**config.mk**
```make
export PLATFORM = sky130hd
export DESIGN_NAME = adc_scan_oversample_accumulator
export DESIGN_NICKNAME = d
export VERILOG_FILES = /design/src/hdl/aso_pkg.sv /design/src/hdl/aso_sums.sv /design/src/hdl/aso_bitsel.sv /design/src/hdl/adc_scan_oversample_accumulator.sv
export VERILOG_INCLUDE_DIRS = /design/src /design/src/hdl
export SDC_FILE = /design/constraint.sdc
export NUM_CORES = 1
export LEC_CHECK = 0
export ABC_AREA = 1
export ABC_CLOCK_PERIOD_IN_PS = 5300
export CORE_UTILIZATION = 54
export CTS_CLUSTER_DIAMETER = 80
export DETAILED_ROUTE_END_ITERATION = 12
export DONT_BUFFER_PORTS = 1
export PLACE_DENSITY = 0.68
export SYNTH_ARGS = -nofsm -noshare
export SYNTH_HDL_FRONTEND = slang
export SYNTH_SLANG_ARGS = --single-unit
```
**constraint.sdc**
```tcl
create_clock -name clk -period 5.3 [get_ports clk]
set_clock_uncertainty 0.05 [all_clocks]
set_input_delay 1.06 -clock clk [delete_from_list [all_inputs] [get_ports clk]]
set_output_delay 1.06 -clock clk [all_outputs]
set_load 0.01 [all_outputs]
```
**src/hdl/adc_scan_oversample_accumulator_assert.svh**
```systemverilog
// Assertion shorthands, clocked on clk and quiet during reset.
`ifndef ADC_SCAN_OVERSAMPLE_ACCUMULATOR_ASSERT_SVH
`define ADC_SCAN_OVERSAMPLE_ACCUMULATOR_ASSERT_SVH

// Same-cycle implication.
`define ASO_ASSERT_IMP(lbl, ante, cons, msg) \
	lbl: assert property (@(posedge clk) disable iff (!arst_n) (ante) |-> (cons)) \
		else $error(msg);

// Next-cycle implication.
`define ASO_ASSERT_NXT(lbl, ante, cons, msg) \
	lbl: assert property (@(posedge clk) disable iff (!arst_n) (ante) |=> (cons)) \
		else $error(msg);

`endif

```
**src/hdl/aso_pkg.sv**
```systemverilog
package aso_pkg;

	localparam int SampleW  = 10;
	localparam int SumW     = 16;
	localparam int MaskW    = 16;
	localparam int CountW   = 5;
	localparam int PassW    = 7;
	localparam int ScanW    = 4;
	localparam int PosW     = $clog2(MaskW);
	localparam int CfgIdxW  = 2;
	localparam int CfgDataW = 16;

	// register indexes on the config port
	localparam logic [CfgIdxW-1:0] RegChannelMask     = 2'd0;
	localparam logic [CfgIdxW-1:0] RegChannelCount    = 2'd1;
	localparam logic [CfgIdxW-1:0] RegOversampleCount = 2'd2;
	localparam logic [CfgIdxW-1:0] RegHoldMask        = 2'd3;

	typedef enum logic [1:0] {
		KIND_START  = 2'd0,
		KIND_SELECT = 2'd1,
		KIND_REPORT = 2'd2
	} kind_t;

	typedef enum logic [2:0] {
		S_IDLE,
		S_START,
		S_ACC,
		S_REPORT,
		S_SELECT
	} fsm_t;

	typedef struct packed {
		logic add;
		logic clear;
	} sums_op_t;

	typedef struct packed {
		logic            busy;
		logic [PosW-1:0] pos;
	} bitsel_stat_t;

endpackage

```
**src/hdl/aso_sums.sv**
```systemverilog
module aso_sums #(
	parameter int MAX_CHANNELS = 16,
	localparam int IdxW = (MAX_CHANNELS > 1) ? $clog2(MAX_CHANNELS) : 1
) (
	input  logic                      clk,
	input  logic                      arst_n,
	input  logic [IdxW-1:0]           addr,
	input  aso_pkg::sums_op_t         op,
	input  logic [aso_pkg::SumW-1:0]  addend,
	output logic [aso_pkg::SumW-1:0]  rdata
);
	import aso_pkg::*;

	logic [SumW-1:0] sums_q [MAX_CHANNELS];

	// single adder, shared by every channel; sums wrap at 16 bits
	always_ff @(posedge clk or negedge arst_n) begin
		if (!arst_n) begin
			for (int i = 0; i < MAX_CHANNELS; i++) begin
				sums_q[i] <= '0;
			end
		end else if (op.add) begin
			sums_q[addr] <= sums_q[addr] + addend;
		end else if (op.clear) begin
			sums_q[addr] <= '0;
		end
	end

	assign rdata = sums_q[addr];

endmodule

```
**src/hdl/aso_bitsel.sv**
```systemverilog
module aso_bitsel (
	input  logic                         clk,
	input  logic                         arst_n,
	input  logic                         start,
	input  logic [aso_pkg::MaskW-1:0]    mask,
	input  logic [aso_pkg::ScanW-1:0]    target,
	output aso_pkg::bitsel_stat_t        stat
);
	import aso_pkg::*;

	localparam logic [PosW-1:0] LastPos = PosW'(MaskW - 1);

	logic             busy_q;
	logic             found_q;
	logic [PosW-1:0]  pos_q;
	logic [PosW-1:0]  res_q;
	logic [ScanW-1:0] seen_q;
	logic [ScanW-1:0] target_q;

	// one mask bit per cycle; result stays 0 when the set bit does not exist
	always_ff @(posedge clk or negedge arst_n) begin
		if (!arst_n) begin
			busy_q   <= 1'b0;
			found_q  <= 1'b0;
			pos_q    <= '0;
			res_q    <= '0;
			seen_q   <= '0;
			target_q <= '0;
		end else if (start) begin
			busy_q   <= 1'b1;
			found_q  <= 1'b0;
			pos_q    <= '0;
			res_q    <= '0;
			seen_q   <= '0;
			target_q <= target;
		end else if (busy_q) begin
			if (mask[pos_q] && !found_q) begin
				if (seen_q == target_q) begin
					found_q <= 1'b1;
					res_q   <= pos_q;
				end else begin
					seen_q <= seen_q + 1'b1;
				end
			end
			pos_q <= pos_q + 1'b1;
			if (pos_q == LastPos) begin
				busy_q <= 1'b0;
			end
		end
	end

	assign stat.busy = busy_q;
	assign stat.pos  = res_q;

endmodule

```
**src/hdl/adc_scan_oversample_accumulator.sv**
```systemverilog
// Scan sequencer for a multiplexed converter with oversampling sums.
// Input channel (in_valid/in_ready, sample): one transfer per service tick.
// Ticks alternate: a start tick yields one start-conversion result; an
// accumulate tick adds the sample to the current logical channel's sum unless
// it is held, steps to the next channel and yields, when a window of
// oversample_count full scans closes, one report per logical channel, then
// an input-select result naming the physical input for the next conversion.
// Output channel (out_valid/out_ready, kind .. last): one result per transfer,
// last marks the final result of a tick.
// In an accumulate tick the bit-serial search of channel_mask for the selected
// input (one mask bit per cycle) runs before the select result, and when a
// window closes the report sweep first visits every sum once.
// in_ready is high only while the sequencer is idle; the last result of a tick
// sits in the output register, so a new tick may be taken before it leaves.
// A stalled receiver halts the sequencer at its next result; nothing is lost.
// Reset: registers to their defaults (all sixteen inputs, count 16, window 16,
// nothing held), sums and pass count to zero, start phase next.
// Configuration writes are registered on cfg_we; write only when idle.
module adc_scan_oversample_accumulator #(
	parameter int MAX_CHANNELS = 16,
	parameter int SAMPLE_BITS  = 10
) (
	input  logic                           clk,
	input  logic                           arst_n,
	input  logic                           cfg_we,
	input  logic [aso_pkg::CfgIdxW-1:0]    cfg_idx,
	input  logic [aso_pkg::CfgDataW-1:0]   cfg_wdata,
	input  logic                           in_valid,
	output logic                           in_ready,
	input  logic [aso_pkg::SampleW-1:0]    sample,
	output logic                           out_valid,
	input  logic                           out_ready,
	output logic [1:0]                     kind,
	output logic [aso_pkg::ScanW-1:0]      mux_channel,
	output logic [aso_pkg::ScanW-1:0]      report_channel,
	output logic [aso_pkg::SumW-1:0]       report_sum,
	output logic                           last
);
	import aso_pkg::*;

	localparam int IdxW     = (MAX_CHANNELS > 1) ? $clog2(MAX_CHANNELS) : 1;
	localparam int UsedBits = (SAMPLE_BITS < SampleW) ? SAMPLE_BITS : SampleW;
	localparam logic [SampleW-1:0] SampleMask = SampleW'((1 << UsedBits) - 1);
	localparam logic [CountW-1:0]  MaxCount   = CountW'(MAX_CHANNELS);
	localparam logic [IdxW-1:0]    LastRep    = IdxW'(MAX_CHANNELS - 1);

	// configuration registers
	logic [MaskW-1:0]  chan_mask_q;
	logic [CountW-1:0] chan_count_q;
	logic [PassW-1:0]  os_count_q;
	logic [MaskW-1:0]  hold_mask_q;

	// sequencer state
	fsm_t              state_q, state_d;
	logic              converting_q;
	logic [ScanW-1:0]  scan_q;
	logic [PassW-1:0]  pass_q;
	logic [IdxW-1:0]   rep_q;
	logic [SampleW-1:0] sample_q;

	// output register
	logic              out_valid_q;
	kind_t             kind_q;
	logic [ScanW-1:0]  mux_q;
	logic [ScanW-1:0]  rch_q;
	logic [SumW-1:0]   sum_q;
	logic              last_q;

	// datapath
	logic [CountW-1:0] eff_count;
	logic [CountW-1:0] idx_inc;
	logic              wrap;
	logic [ScanW-1:0]  scan_new;
	logic [PassW-1:0]  pass_inc;
	logic              window_end;
	logic              rep_live;
	logic              rep_go;
	logic              slot_free;

	logic              emit;
	kind_t             emit_kind;
	logic [ScanW-1:0]  emit_mux;
	logic [ScanW-1:0]  emit_rch;
	logic [SumW-1:0]   emit_sum;
	logic              emit_last;

	sums_op_t          sums_op;
	logic [IdxW-1:0]   sums_addr;
	logic [SumW-1:0]   sums_rdata;
	logic              bs_start;
	logic [ScanW-1:0]  bs_target;
	bitsel_stat_t      bs_stat;

	// config port
	always_ff @(posedge clk or negedge arst_n) begin
		if (!arst_n) begin
			chan_mask_q  <= '1;
			chan_count_q <= CountW'(16);
			os_count_q   <= PassW'(16);
			hold_mask_q  <= '0;
		end else if (cfg_we) begin
			case (cfg_idx)
				RegChannelMask:     chan_mask_q  <= cfg_wdata;
				RegChannelCount:    chan_count_q <= cfg_wdata[CountW-1:0];
				RegOversampleCount: os_count_q   <= cfg_wdata[PassW-1:0];
				RegHoldMask:        hold_mask_q  <= cfg_wdata;
				default: ;
			endcase
		end
	end

	// count of zero scans one channel; above the array depth it saturates
	always_comb begin
		if (chan_count_q == '0) begin
			eff_count = CountW'(1);
		end else if (chan_count_q > MaxCount) begin
			eff_count = MaxCount;
		end else begin
			eff_count = chan_count_q;
		end
	end

	assign idx_inc    = CountW'(scan_q) + 1'b1;
	assign wrap       = (idx_inc >= eff_count);
	assign scan_new   = wrap ? '0 : idx_inc[ScanW-1:0];
	assign pass_inc   = pass_q + 1'b1;
	assign window_end = wrap && (pass_inc >= os_count_q);
	assign rep_live   = (CountW'(rep_q) < eff_count);
	assign slot_free  = !out_valid_q || out_ready;
	// sweep steps freely past the unused channels (clear only), waits on a report
	assign rep_go     = !rep_live || slot_free;
	assign sums_addr  = (state_q == S_REPORT) ? rep_q : scan_q[IdxW-1:0];

	// next state
	always_comb begin
		state_d = state_q;
		case (state_q)
			S_IDLE: begin
				if (in_valid) begin
					state_d = converting_q ? S_ACC : S_START;
				end
			end
			S_START: begin
				if (slot_free) begin
					state_d = S_IDLE;
				end
			end
			S_ACC: begin
				state_d = window_end ? S_REPORT : S_SELECT;
			end
			S_REPORT: begin
				if (rep_go && (rep_q == LastRep)) begin
					state_d = S_SELECT;
				end
			end
			S_SELECT: begin
				if (!bs_stat.busy && slot_free) begin
					state_d = S_IDLE;
				end
			end
			default: state_d = S_IDLE;
		endcase
	end

	// sequencer outputs
	always_comb begin
		emit      = 1'b0;
		emit_kind = KIND_START;
		emit_mux  = '0;
		emit_rch  = '0;
		emit_sum  = '0;
		emit_last = 1'b0;
		sums_op   = '0;
		bs_start  = 1'b0;
		bs_target = scan_q;
		case (state_q)
			S_START: begin
				emit      = slot_free;
				emit_last = 1'b1;
			end
			S_ACC: begin
				sums_op.add = !hold_mask_q[scan_q];
				bs_start    = !window_end;
				bs_target   = scan_new;
			end
			S_REPORT: begin
				if (rep_go) begin
					sums_op.clear = !hold_mask_q[rep_q];
					emit          = rep_live;
					bs_start      = (rep_q == LastRep);
				end
				emit_kind = KIND_REPORT;
				emit_rch  = ScanW'(rep_q);
				emit_sum  = sums_rdata;
			end
			S_SELECT: begin
				emit      = !bs_stat.busy && slot_free;
				emit_kind = KIND_SELECT;
				emit_mux  = bs_stat.pos;
				emit_last = 1'b1;
			end
			default: ;
		endcase
	end

	always_ff @(posedge clk or negedge arst_n) begin
		if (!arst_n) begin
			state_q      <= S_IDLE;
			converting_q <= 1'b0;
			scan_q       <= '0;
			pass_q       <= '0;
			rep_q        <= '0;
			out_valid_q  <= 1'b0;
		end else begin
			state_q <= state_d;
			if ((state_q == S_START) && slot_free) begin
				converting_q <= 1'b1;
			end else if ((state_q == S_SELECT) && emit) begin
				converting_q <= 1'b0;
			end
			if (state_q == S_ACC) begin
				scan_q <= scan_new;
				rep_q  <= '0;
				if (wrap) begin
					pass_q <= window_end ? '0 : pass_inc;
				end
			end
			if ((state_q == S_REPORT) && rep_go) begin
				rep_q <= rep_q + 1'b1;
			end
			if (emit) begin
				out_valid_q <= 1'b1;
			end else if (out_ready) begin
				out_valid_q <= 1'b0;
			end
		end
	end

	// payload registers
	always_ff @(posedge clk) begin
		if ((state_q == S_IDLE) && in_valid) begin
			sample_q <= sample & SampleMask;
		end
		if (emit) begin
			kind_q <= emit_kind;
			mux_q  <= emit_mux;
			rch_q  <= emit_rch;
			sum_q  <= emit_sum;
			last_q <= emit_last;
		end
	end

	aso_sums #(
		.MAX_CHANNELS(MAX_CHANNELS)
	) u_sums (
		.clk    (clk),
		.arst_n (arst_n),
		.addr   (sums_addr),
		.op     (sums_op),
		.addend (SumW'(sample_q)),
		.rdata  (sums_rdata)
	);

	aso_bitsel u_bitsel (
		.clk    (clk),
		.arst_n (arst_n),
		.start  (bs_start),
		.mask   (chan_mask_q),
		.target (bs_target),
		.stat   (bs_stat)
	);

	assign in_ready       = (state_q == S_IDLE);
	assign out_valid      = out_valid_q;
	assign kind           = kind_q;
	assign mux_channel    = mux_q;
	assign report_channel = rch_q;
	assign report_sum     = sum_q;
	assign last           = last_q;

	`include "adc_scan_oversample_accumulator_assert.svh"

	// the input search only runs once the sums are settled
	`ASO_ASSERT_IMP(a_search_idle, (state_q == S_IDLE) || (state_q == S_REPORT), !bs_stat.busy, "input search busy outside select phase")
	// a waiting result is never overwritten
	`ASO_ASSERT_IMP(a_no_overwrite, out_valid_q && !out_ready, !emit, "result register overwritten while stalled")
	// input select closes the tick and returns to the start phase
	`ASO_ASSERT_NXT(a_select_ends, emit && (emit_kind == KIND_SELECT), !converting_q && (state_q == S_IDLE), "select result did not end the tick")

endmodule
```
# Word level (Yosys, flattened, before mapping)

Index checks and enable logic that the tools add are counted.

Bits in registers: 375
Bits of input ports: 33
Output and inout bits: 29

Add/sub/neg operators: 6
$lt $le $gt $ge: 9
Eq/ne operators: 15
Multiplexer cells: 59
Bitwise gates (word level): 3
Reductions and logical operators: 37

Operator list:

| cell                                               | count |
|---|---|
| 2-to-1 mux 256 bit                                 | 2 |
| AND 256 bit                                        | 1 |
| bitwise mux 256 bit                                | 1 |
| inverter 256 bit                                   | 1 |
| binary-select mux 16 bit (select 4 bit)            | 1 |
| demux 16 bit (select 4 bit)                        | 1 |
| 2-to-1 mux 4 bit                                   | 15 |
| 2-to-1 mux 16 bit                                  | 3 |
| 2-to-1 mux 1 bit                                   | 20 |
| adder 16 x 10 -> 16 bit                            | 1 |
| < comparator 4 x 5 -> 1 bit, second input constant | 3 |
| 2-to-1 mux 3 bit                                   | 5 |
| case mux 3 bit (5 select lines)                    | 1 |
| nonzero test 2 bit                                 | 7 |
| adder 4 x 1 -> 4 bit, second input constant        | 3 |
| binary-select mux 1 bit (select 4 bit)             | 3 |
| 2-to-1 mux 5 bit                                   | 2 |
| AND reduction 2 bit                                | 5 |
| logical AND 1 bit                                  | 9 |
| equality test 4 bit, second input constant         | 2 |
| inequality test 2 bit, second input constant       | 4 |
| adder 7 x 1 -> 7 bit, second input constant        | 1 |
| greater-or-equal comparator 7 bit                  | 1 |
| zero test 1 bit                                    | 7 |
| 26 further kinds                                   | 30 |

# Longest topological paths before layout

Word-level depth: 11
Gate-level depth with buffers: 28
Mapped depth without buffers: 24

# Hierarchy

A second synthesis with hierarchy kept.

Cell total of the unflattened synthesis: 2122
Area, all modules: 18590.3 um^2

Modules (own cells, without submodules):

| module                          | times used | cells an instance | area each (um^2) | seq. area each (um^2) |
|---|---|---|---|---|
| aso_sums                        | 1          | 1446              | 12594.6          | 6406.1 |
| adc_scan_oversample_accumulator | 1          | 522               | 4892.2           | 2735.1 |
| aso_bitsel                      | 1          | 154               | 1103.6           | 450.4 |

# Worst setup path before layout

No wires, ideal clock.

Kind: reg2reg
Start point: reg chan_count_q[0]
End point: reg kind_q[0], in the netlist kind[0], enable pin
Arrival: 4.722 ns
Slack: 0.022 ns
Cell stages (with the launch flop): 9
Path buffers: 0
Period minus slack after synthesis: 5.278 ns
Cells stage by stage: dfrtp_1 > nor4_1 > o21ai_0 > ha_1 > a21oi_1 > nor2_1 > a21oi_1 > nand2_1 > o311ai_0

Word-level cells in the longest chain between the ends: 8
Elaborated cells between the ends (all ways): 9

RTL lines:

| element                             | RTL line                               | text |
|---|---|---|
| start, declared                     | adc_scan_oversample_accumulator.sv:49  | `logic [CountW-1:0] chan_count_q;` |
| start signal, assigned              | adc_scan_oversample_accumulator.sv:98  | `chan_count_q <= CountW'(16);` |
| start signal, assigned              | adc_scan_oversample_accumulator.sv:104 | `RegChannelCount: chan_count_q <= cfg_wdata[CountW-1:0];` |
| > comparator 5 bit                  | adc_scan_oversample_accumulator.sv:116 | `end else if (chan_count_q > MaxCount) begin` |
| 2-to-1 mux 5 bit                    | adc_scan_oversample_accumulator.sv:116 |  |
| 2-to-1 mux 5 bit (*)                | adc_scan_oversample_accumulator.sv:114 | `if (chan_count_q == '0) begin` |
| < comparator 4 x 5 -> 1 bit (*)     | adc_scan_oversample_accumulator.sv:128 | `assign rep_live = (CountW'(rep_q) < eff_count);` |
| zero test 1 bit                     | adc_scan_oversample_accumulator.sv:131 | `assign rep_go = !rep_live \|\| slot_free;` |
| logical OR 1 bit                    | adc_scan_oversample_accumulator.sv:131 |  |
| 2-to-1 mux 1 bit (*)                | adc_scan_oversample_accumulator.sv:187 | `if (rep_go) begin` |
| case mux 1 bit (3 select lines) (*) | adc_scan_oversample_accumulator.sv:176 | `case (state_q)` |
| net emit                            | adc_scan_oversample_accumulator.sv:80  | `logic emit;` |
| end signal, assigned                | adc_scan_oversample_accumulator.sv:245 | `kind_q <= emit_kind;` |
| end, declared                       | adc_scan_oversample_accumulator.sv:63  | `kind_t kind_q;` |

Mark *: on every way through the listed nets, which the timed path passes. The rest lies on a longest branch.
A chain may end at the register's enable or synchronous reset.

# Worst setup path in the final report

Start point: reg state_q[2]
End point: reg u_sums.sums_q[221] (netlist name)

Elaborated cells between the ends (all ways): 21

RTL lines:

| element                                 | RTL line                               | text |
|---|---|---|
| start, declared                         | adc_scan_oversample_accumulator.sv:54  | `fsm_t state_q, state_d;` |
| start signal, assigned                  | adc_scan_oversample_accumulator.sv:215 | `state_q <= state_d;` |
| equality test 3 x 2 -> 1 bit            | adc_scan_oversample_accumulator.sv:132 | `assign sums_addr = (state_q == S_REPORT) ? rep_q : scan_q[IdxW-1:0];` |
| 2-to-1 mux 4 bit                        | adc_scan_oversample_accumulator.sv:132 |  |
| inverter 4 -> 5 bit                     | n/a                                    |  |
| binary-select mux 16 bit (select 4 bit) | n/a                                    |  |
| 2-to-1 mux 16 bit (2 in a row)          | n/a                                    |  |
| net sums_rdata[6]                       | adc_scan_oversample_accumulator.sv:89  | `logic [SumW-1:0] sums_rdata;` |
| adder 16 x 10 -> 16 bit                 | aso_sums.sv:23                         | `sums_q[addr] <= sums_q[addr] + addend;` |
| bitwise mux 256 bit                     | aso_sums.sv:23                         |  |
| 2-to-1 mux 256 bit                      | aso_sums.sv:22                         | `end else if (op.add) begin` |
| end signal, assigned by index           | aso_sums.sv:23                         |  |
| end, declared                           | aso_sums.sv:14                         | `logic [SumW-1:0] sums_q [MAX_CHANNELS];` |

The timed path passes the listed nets, and every way through them passes these cells. The select of a mux whose other input is x is not followed.

==> flow_summary.html <==
<table>
<tr><th>Metric</th><th>Value</th></tr>
<tr><th colspan="2">Die</th></tr>
<tr><td>Area of the die</td><td>0.0353 mm^2</td></tr>
<tr><td>I/O pins</td><td>62</td></tr>
<tr><td>Die Wd</td><td>188 um</td></tr>
<tr><td>Die H</td><td>188 um</td></tr>
<tr><td>Core Region</td><td>0.0338 mm^2</td></tr>
<tr><td># rows</td><td>67</td></tr>
<tr><td>Effective utilization at floorplan</td><td>55.2%</td></tr>
<tr><th colspan="2">STA</th></tr>
<tr><td>Setup repair after global routing missed its margin</td><td>false</td></tr>
<tr><td>Final Critical Period</td><td>4.91 ns</td></tr>
<tr><td>Transition time at the pin with the least slew margin</td><td>1.34 ns</td></tr>
<tr><td>Peak Freq</td><td>204 MHz</td></tr>
<tr><td>Period utilization</td><td>92.7%</td></tr>
<tr><td>Hold Violations, Final</td><td>0</td></tr>
<tr><td>Hold_ws</td><td>0.169 ns</td></tr>
<tr><td>Sum of negative setup slack</td><td>0 ns</td></tr>
<tr><td>Slew Viols, Final</td><td>0</td></tr>
<tr><td>Final worst setup slack</td><td>0.387 ns</td></tr>
<tr><td>Setup violators final</td><td>0</td></tr>
<tr><td>Remaining max-slew budget at the tightest pin</td><td>10.4%</td></tr>
<tr><th colspan="2">Power and ir drop</th></tr>
<tr><td>Switching pwr</td><td>7.18 mW</td></tr>
<tr><td>Power Density</td><td>731 mW/mm^2</td></tr>
<tr><td>Leakage power figure</td><td>10.0 nW</td></tr>
<tr><td>Largest vdd supply drop</td><td>0.00121 V</td></tr>
<tr><td>Switch share</td><td>48.1%</td></tr>
<tr><td>Gate power share</td><td>49.4%</td></tr>
<tr><td>Proportion of power drawn by the clock network</td><td>19.0%</td></tr>
<tr><td>Internal Pwr Total</td><td>7.73 mW</td></tr>
<tr><td>Sequential power share</td><td>31.6%</td></tr>
<tr><th colspan="2">Critical path</th></tr>
<tr><td>Buffering stage count on the worst path with inverters included</td><td>4</td></tr>
<tr><td>Crit path max-delay family</td><td>simple AND/OR/NAND/NOR gates</td></tr>
<tr><td>Type of origin of the critical path</td><td>flop</td></tr>
<tr><td>Required time of the critical path</td><td>5.73 ns</td></tr>
<tr><td>Critical path class</td><td>flop to flop</td></tr>
<tr><td>Slowest stage cell on the critical path</td><td>dfrtp_1</td></tr>
<tr><td>Arrival time at the worst endpoint</td><td>5.34 ns</td></tr>
<tr><td>Delay of the slowest cell on the worst path</td><td>0.44 ns</td></tr>
<tr><td>Worst Path Max Fanout</td><td>16</td></tr>
<tr><td>Crit path cell chain</td><td>inv_2, nand3_2, nand2_2, nand2_1, buf_4, nand2_2, buf_4, o22ai_1, o21ai_0, nand2_1, nor2_1, ha_1, a21o_1, a21boi_0, nand3_1, a21oi_2, inv_1, nand2_2, nor2_2, o21ai_2, nand3_1, nand2_1</td></tr>
<tr><td>Element type at the critical path end</td><td>flop</td></tr>
<tr><th colspan="2">Routing</th></tr>
<tr><td>Wire per inst</td><td>19.0 um</td></tr>
<tr><td>Detailed-routing iteration count for the pre-antenna-repair pass</td><td>5</td></tr>
<tr><td>Via-to-Cell Ratio</td><td>5.65</td></tr>
<tr><td>Antenna Nets Post-Route</td><td>0</td></tr>
<tr><td>Total wire length after detailed routing</td><td>52.9 mm</td></tr>
<tr><td>Number of DRC violations after detailed routing</td><td>0</td></tr>
<tr><td>Total via count after detailed routing</td><td>15800</td></tr>
<tr><td>Number of violations reported at the end of detailed-routing iteration 0</td><td>1568</td></tr>
<tr><th colspan="2">Logic synthesis</th></tr>
<tr><td>Post-synthesis instance area</td><td>0.0187 mm^2</td></tr>
<tr><td>Register bit count reported by yosys</td><td>375</td></tr>
<tr><td>Number of warnings reported in the yosys synthesis log</td><td>0</td></tr>
<tr><td>Most instantiated library cell after synthesis</td><td>nand2_1</td></tr>
<tr><td>Top flip-flop cell by instance count after synthesis</td><td>dfrtp_1</td></tr>
<tr><td>Async set-reset flop share out of synthesis</td><td>90.1%</td></tr>
<tr><td>Area fraction of the dominant cell type after synthesis</td><td>42.9%</td></tr>
<tr><td>Library cell occupying the most area in the post-synthesis netlist</td><td>dfrtp_1</td></tr>
<tr><td>Ranking of synthesized cells by instance count</td><td>1035 x nand2_1, 320 x dfrtp_1, 151 x inv_1</td></tr>
<tr><td>Gate count after technology mapping</td><td>2349</td></tr>
<tr><td>Syn nets</td><td>2413</td></tr>
<tr><td>Biggest area contributors in the synthesized netlist</td><td>dfrtp_1 43%, nand2_1 21%, edfxtp_1 6.0%, nand3_1 4.0%, o21ai_0 3.4%</td></tr>
<tr><td>Proportion of synthesized chip area in sequential cells</td><td>51.4%</td></tr>
<tr><td>Count of flip-flops with a built-in enable after synthesis</td><td>37</td></tr>
<tr><td>Count of unique library cells instantiated by Yosys</td><td>48</td></tr>
<tr><td>Mean Syn Cell Area</td><td>7.94 um^2</td></tr>
<tr><th colspan="2">Clock network</th></tr>
<tr><td>Number of clock buffers inserted by TritonCTS</td><td>40</td></tr>
<tr><td>Insertion delay of the later-clocked pin in the worst-skew pair</td><td>0.54 ns</td></tr>
<tr><td>CTS tree</td><td>yes</td></tr>
<tr><td>CTS H-Tree Depth</td><td>2</td></tr>
<tr><td>Clock slew at the register clock pins of the worst setup and hold paths</td><td>0.06 ns</td></tr>
<tr><td>Number of clock sinks seen by CTS</td><td>375</td></tr>
<tr><td>Clock buffer depth</td><td>3</td></tr>
<tr><td>Master cell of the clock root buffer</td><td>clkbuf_16</td></tr>
<tr><th colspan="2">Cells and area</th></tr>
<tr><td>Layout cell share with drive strength beyond 1</td><td>8.02%</td></tr>
<tr><td>Number of nets at the end of the flow</td><td>2380</td></tr>
<tr><td>Diode insertion count for antenna repair</td><td>0</td></tr>
<tr><td>Sequential standard cell area</td><td>0.00959 mm^2</td></tr>
<tr><td>Growth of design area from synthesis to finish</td><td>9.34%</td></tr>
<tr><td>Area used by multi-input combinational logic</td><td>0.00797 mm^2</td></tr>
<tr><td>Fill count</td><td>2993</td></tr>
<tr><th colspan="2">Job</th></tr>
<tr><td>Maximum Capacitance Violations</td><td>0</td></tr>
<tr><th colspan="2">Global routing</th></tr>
<tr><td>Total global routing overflow</td><td>0</td></tr>
<tr><td>Number of global-route vias before repair</td><td>15400</td></tr>
<tr><td>Antenna violations before repair</td><td>0</td></tr>
<tr><td>Largest net degree at the start of global routing</td><td>339</td></tr>
<tr><td>First-pass GRT wire length</td><td>85.2 mm</td></tr>
<tr><td>Overall Global Routing Usage</td><td>30.9%</td></tr>
<tr><th colspan="2">Worst hold path</th></tr>
<tr><td>Worst min-delay path category</td><td>input port to async pin</td></tr>
<tr><th colspan="2">Placed design</th></tr>
<tr><td>Placer congestion estimate</td><td>0.872</td></tr>
<tr><td>Detailed Place HPWL</td><td>34.5 mm</td></tr>
<tr><td>Quantity of I/O buffers inserted on ports</td><td>0</td></tr>
<tr><td>Setup WS pre-CTS</td><td>0.174 ns</td></tr>
<tr><th colspan="2">Run status</th></tr>
<tr><td>Result of the run</td><td>finished clean</td></tr>
</table>
==> power groups by stage <==
stage                     clock, mW  sequential, mW  combinational [mW]
final                          2.83            4.72                7.37
after global routing           2.98            4.82                8.12
after CTS                      2.87            4.70                7.19
after detailed placement          0            4.73                7.15
after global placement            0            4.70                7.06
after floorplan                   0            4.49                4.93
==> path summary, 6_finish.rpt <==
path / from / to / slack [ns] / depth (start not counted)
hold reg to reg: u_sums.sums_q[217]$_DFFE_PN0P_ / u_sums.sums_q[217]$_DFFE_PN0P_ / 0.42 / 2
min in group clk: u_sums.sums_q[217]$_DFFE_PN0P_ / u_sums.sums_q[217]$_DFFE_PN0P_ / 0.42 / 2
setup / recovery: state_q[2]$_DFFE_PN0P_ / u_sums.sums_q[221]$_DFFE_PN0P_ / 0.39 / 22
setup reg to reg: state_q[2]$_DFFE_PN0P_ / u_sums.sums_q[221]$_DFFE_PN0P_ / 0.39 / 22
max in group asynchronous: arst_n / u_sums.sums_q[114]$_DFFE_PN0P_ / 4.12 / 0
hold / removal: arst_n / u_bitsel.seen_q[0]$_DFFE_PN0P_ / 0.17 / 0
==> sequential cells by signal, summed over array words and instances (netlist names), 2 cells and up <==
name               cells
chan_count_q           5
chan_mask_q           16
hold_mask_q           16
kind                   2
mux_channel            4
os_count_q             7
pass_q                 7
rep_q                  4
report_channel         4
report_sum            16
sample_q              10
scan_q                 4
state_q                3
u_bitsel.pos_q         4
u_bitsel.res_q         4
u_bitsel.seen_q        4
u_bitsel.target_q      4
u_sums.sums_q        256
==> per-stage QoR <==
stage | utilization (%) | cells | power, mW | area [um^2]
2_1_floorplan | - | 2349 | 9.42 | 18700
3_5_place_dp | 56.3 | 2721 | 11.9 | 19000
6_report | 60.4 | 2791 | 14.9 | 20400
4_1_cts | 60.2 | 2790 | 14.8 | 20300
3_3_place_gp | 56.3 | 2721 | 11.8 | 19000
5_1_grt | 60.4 | 2791 | 15.9 | 20400
==> timing repair <==
item                       4_1_cts  5_1_grt
hold buffers                     0        0
buffers inserted                 0        1
resized for setup                0        9
setup endpoints to repair        0       51
==> final cells by class <==
cell class	instances	share of cell area (%)
clock buffer	56	5.70
clock inverter	13	0.718
inverter	154	2.85
multi-input combinational	1699	39.1
sequential	375	47.0
tap	448	2.75
timing repair buffer	46	1.88
==> worst register-to-register path: stages, from the launching register on <==
cell,delay (ns)
dfrtp_1,0.44
inv_2,0.11
nand3_2,0.23
nand2_2,0.15
nand2_1,0.13
buf_4,0.22
nand2_2,0.20
buf_4,0.27
o22ai_1,0.11
o21ai_0,0.34
nand2_1,0.25
nor2_1,0.22
ha_1,0.30
a21o_1,0.19
a21boi_0,0.17
nand3_1,0.16
a21oi_2,0.38
inv_1,0.13
nand2_2,0.13
nor2_2,0.07
o21ai_2,0.33
nand3_1,0.18
nand2_1,0.10
==> kinds of logic (layout without fill, tap and decap cells) <==
| family | count (synthesis) | after routing | synth area share (%) |
|---|---|---|---|
| compound gates | 271 | 271 | 8.31 |
| fa+ha+maj | 31 | 31 | 2.12 |
| simple gates | 1371 | 1371 | 30.8 |
| buf+inv | 275 | 269 | 6.10 |
| flops | 375 | 375 | 51.4 |
| xor+xnor | 26 | 26 | 1.26 |
==> metal layers <==
| metal | GRT usage [%] | share of wire (%) | wire, um | vias up |
|---|---|---|---|---|
| met4 | 10.8 | 2.7 | 1430 | 0 |
| met5 | 0 | 0 | 0 | - |
| met2 | 46.8 | 45 | 23700 | 598 |
| met3 | 4.75 | 7.3 | 3860 | 75 |
| met1 | 45.2 | 45 | 23900 | 7622 |
| li1 | - | - | - | 7462 |
==> layout by cell type, fill, tap and decap left out, drive strengths merged <==
master / Yosys / layout
nand2: 1048 / 1048
dfrtp: 320 / 320
inv: 154 / 155
nand3: 153 / 153
o21ai: 136 / 136
nor2: 103 / 103
o22ai: 81 / 81
clkbuf: 53 / 56
buf: 68 / 46
edfxtp: 37 / 37
nor3: 32 / 32
ha: 30 / 30
a21oi: 28 / 28
nand3b: 21 / 21
dfstp: 18 / 18
xor2: 18 / 18
o211ai: 11 / 11
nand4: 10 / 10
clkinv: 0 / 9
xnor2: 8 / 8
o31ai: 6 / 6
bufinv: 0 / 3
nor4: 2 / 2
a31oi: 2 / 2
o311ai: 1 / 1
o21a: 1 / 1
a21o: 1 / 1
a21boi: 1 / 1
a22oi: 1 / 1
o2111ai: 1 / 1
or2: 1 / 1
and3: 1 / 1
o32ai: 1 / 1
fa: 1 / 1
No activity file was read; power rests on OpenSTA's default activity.
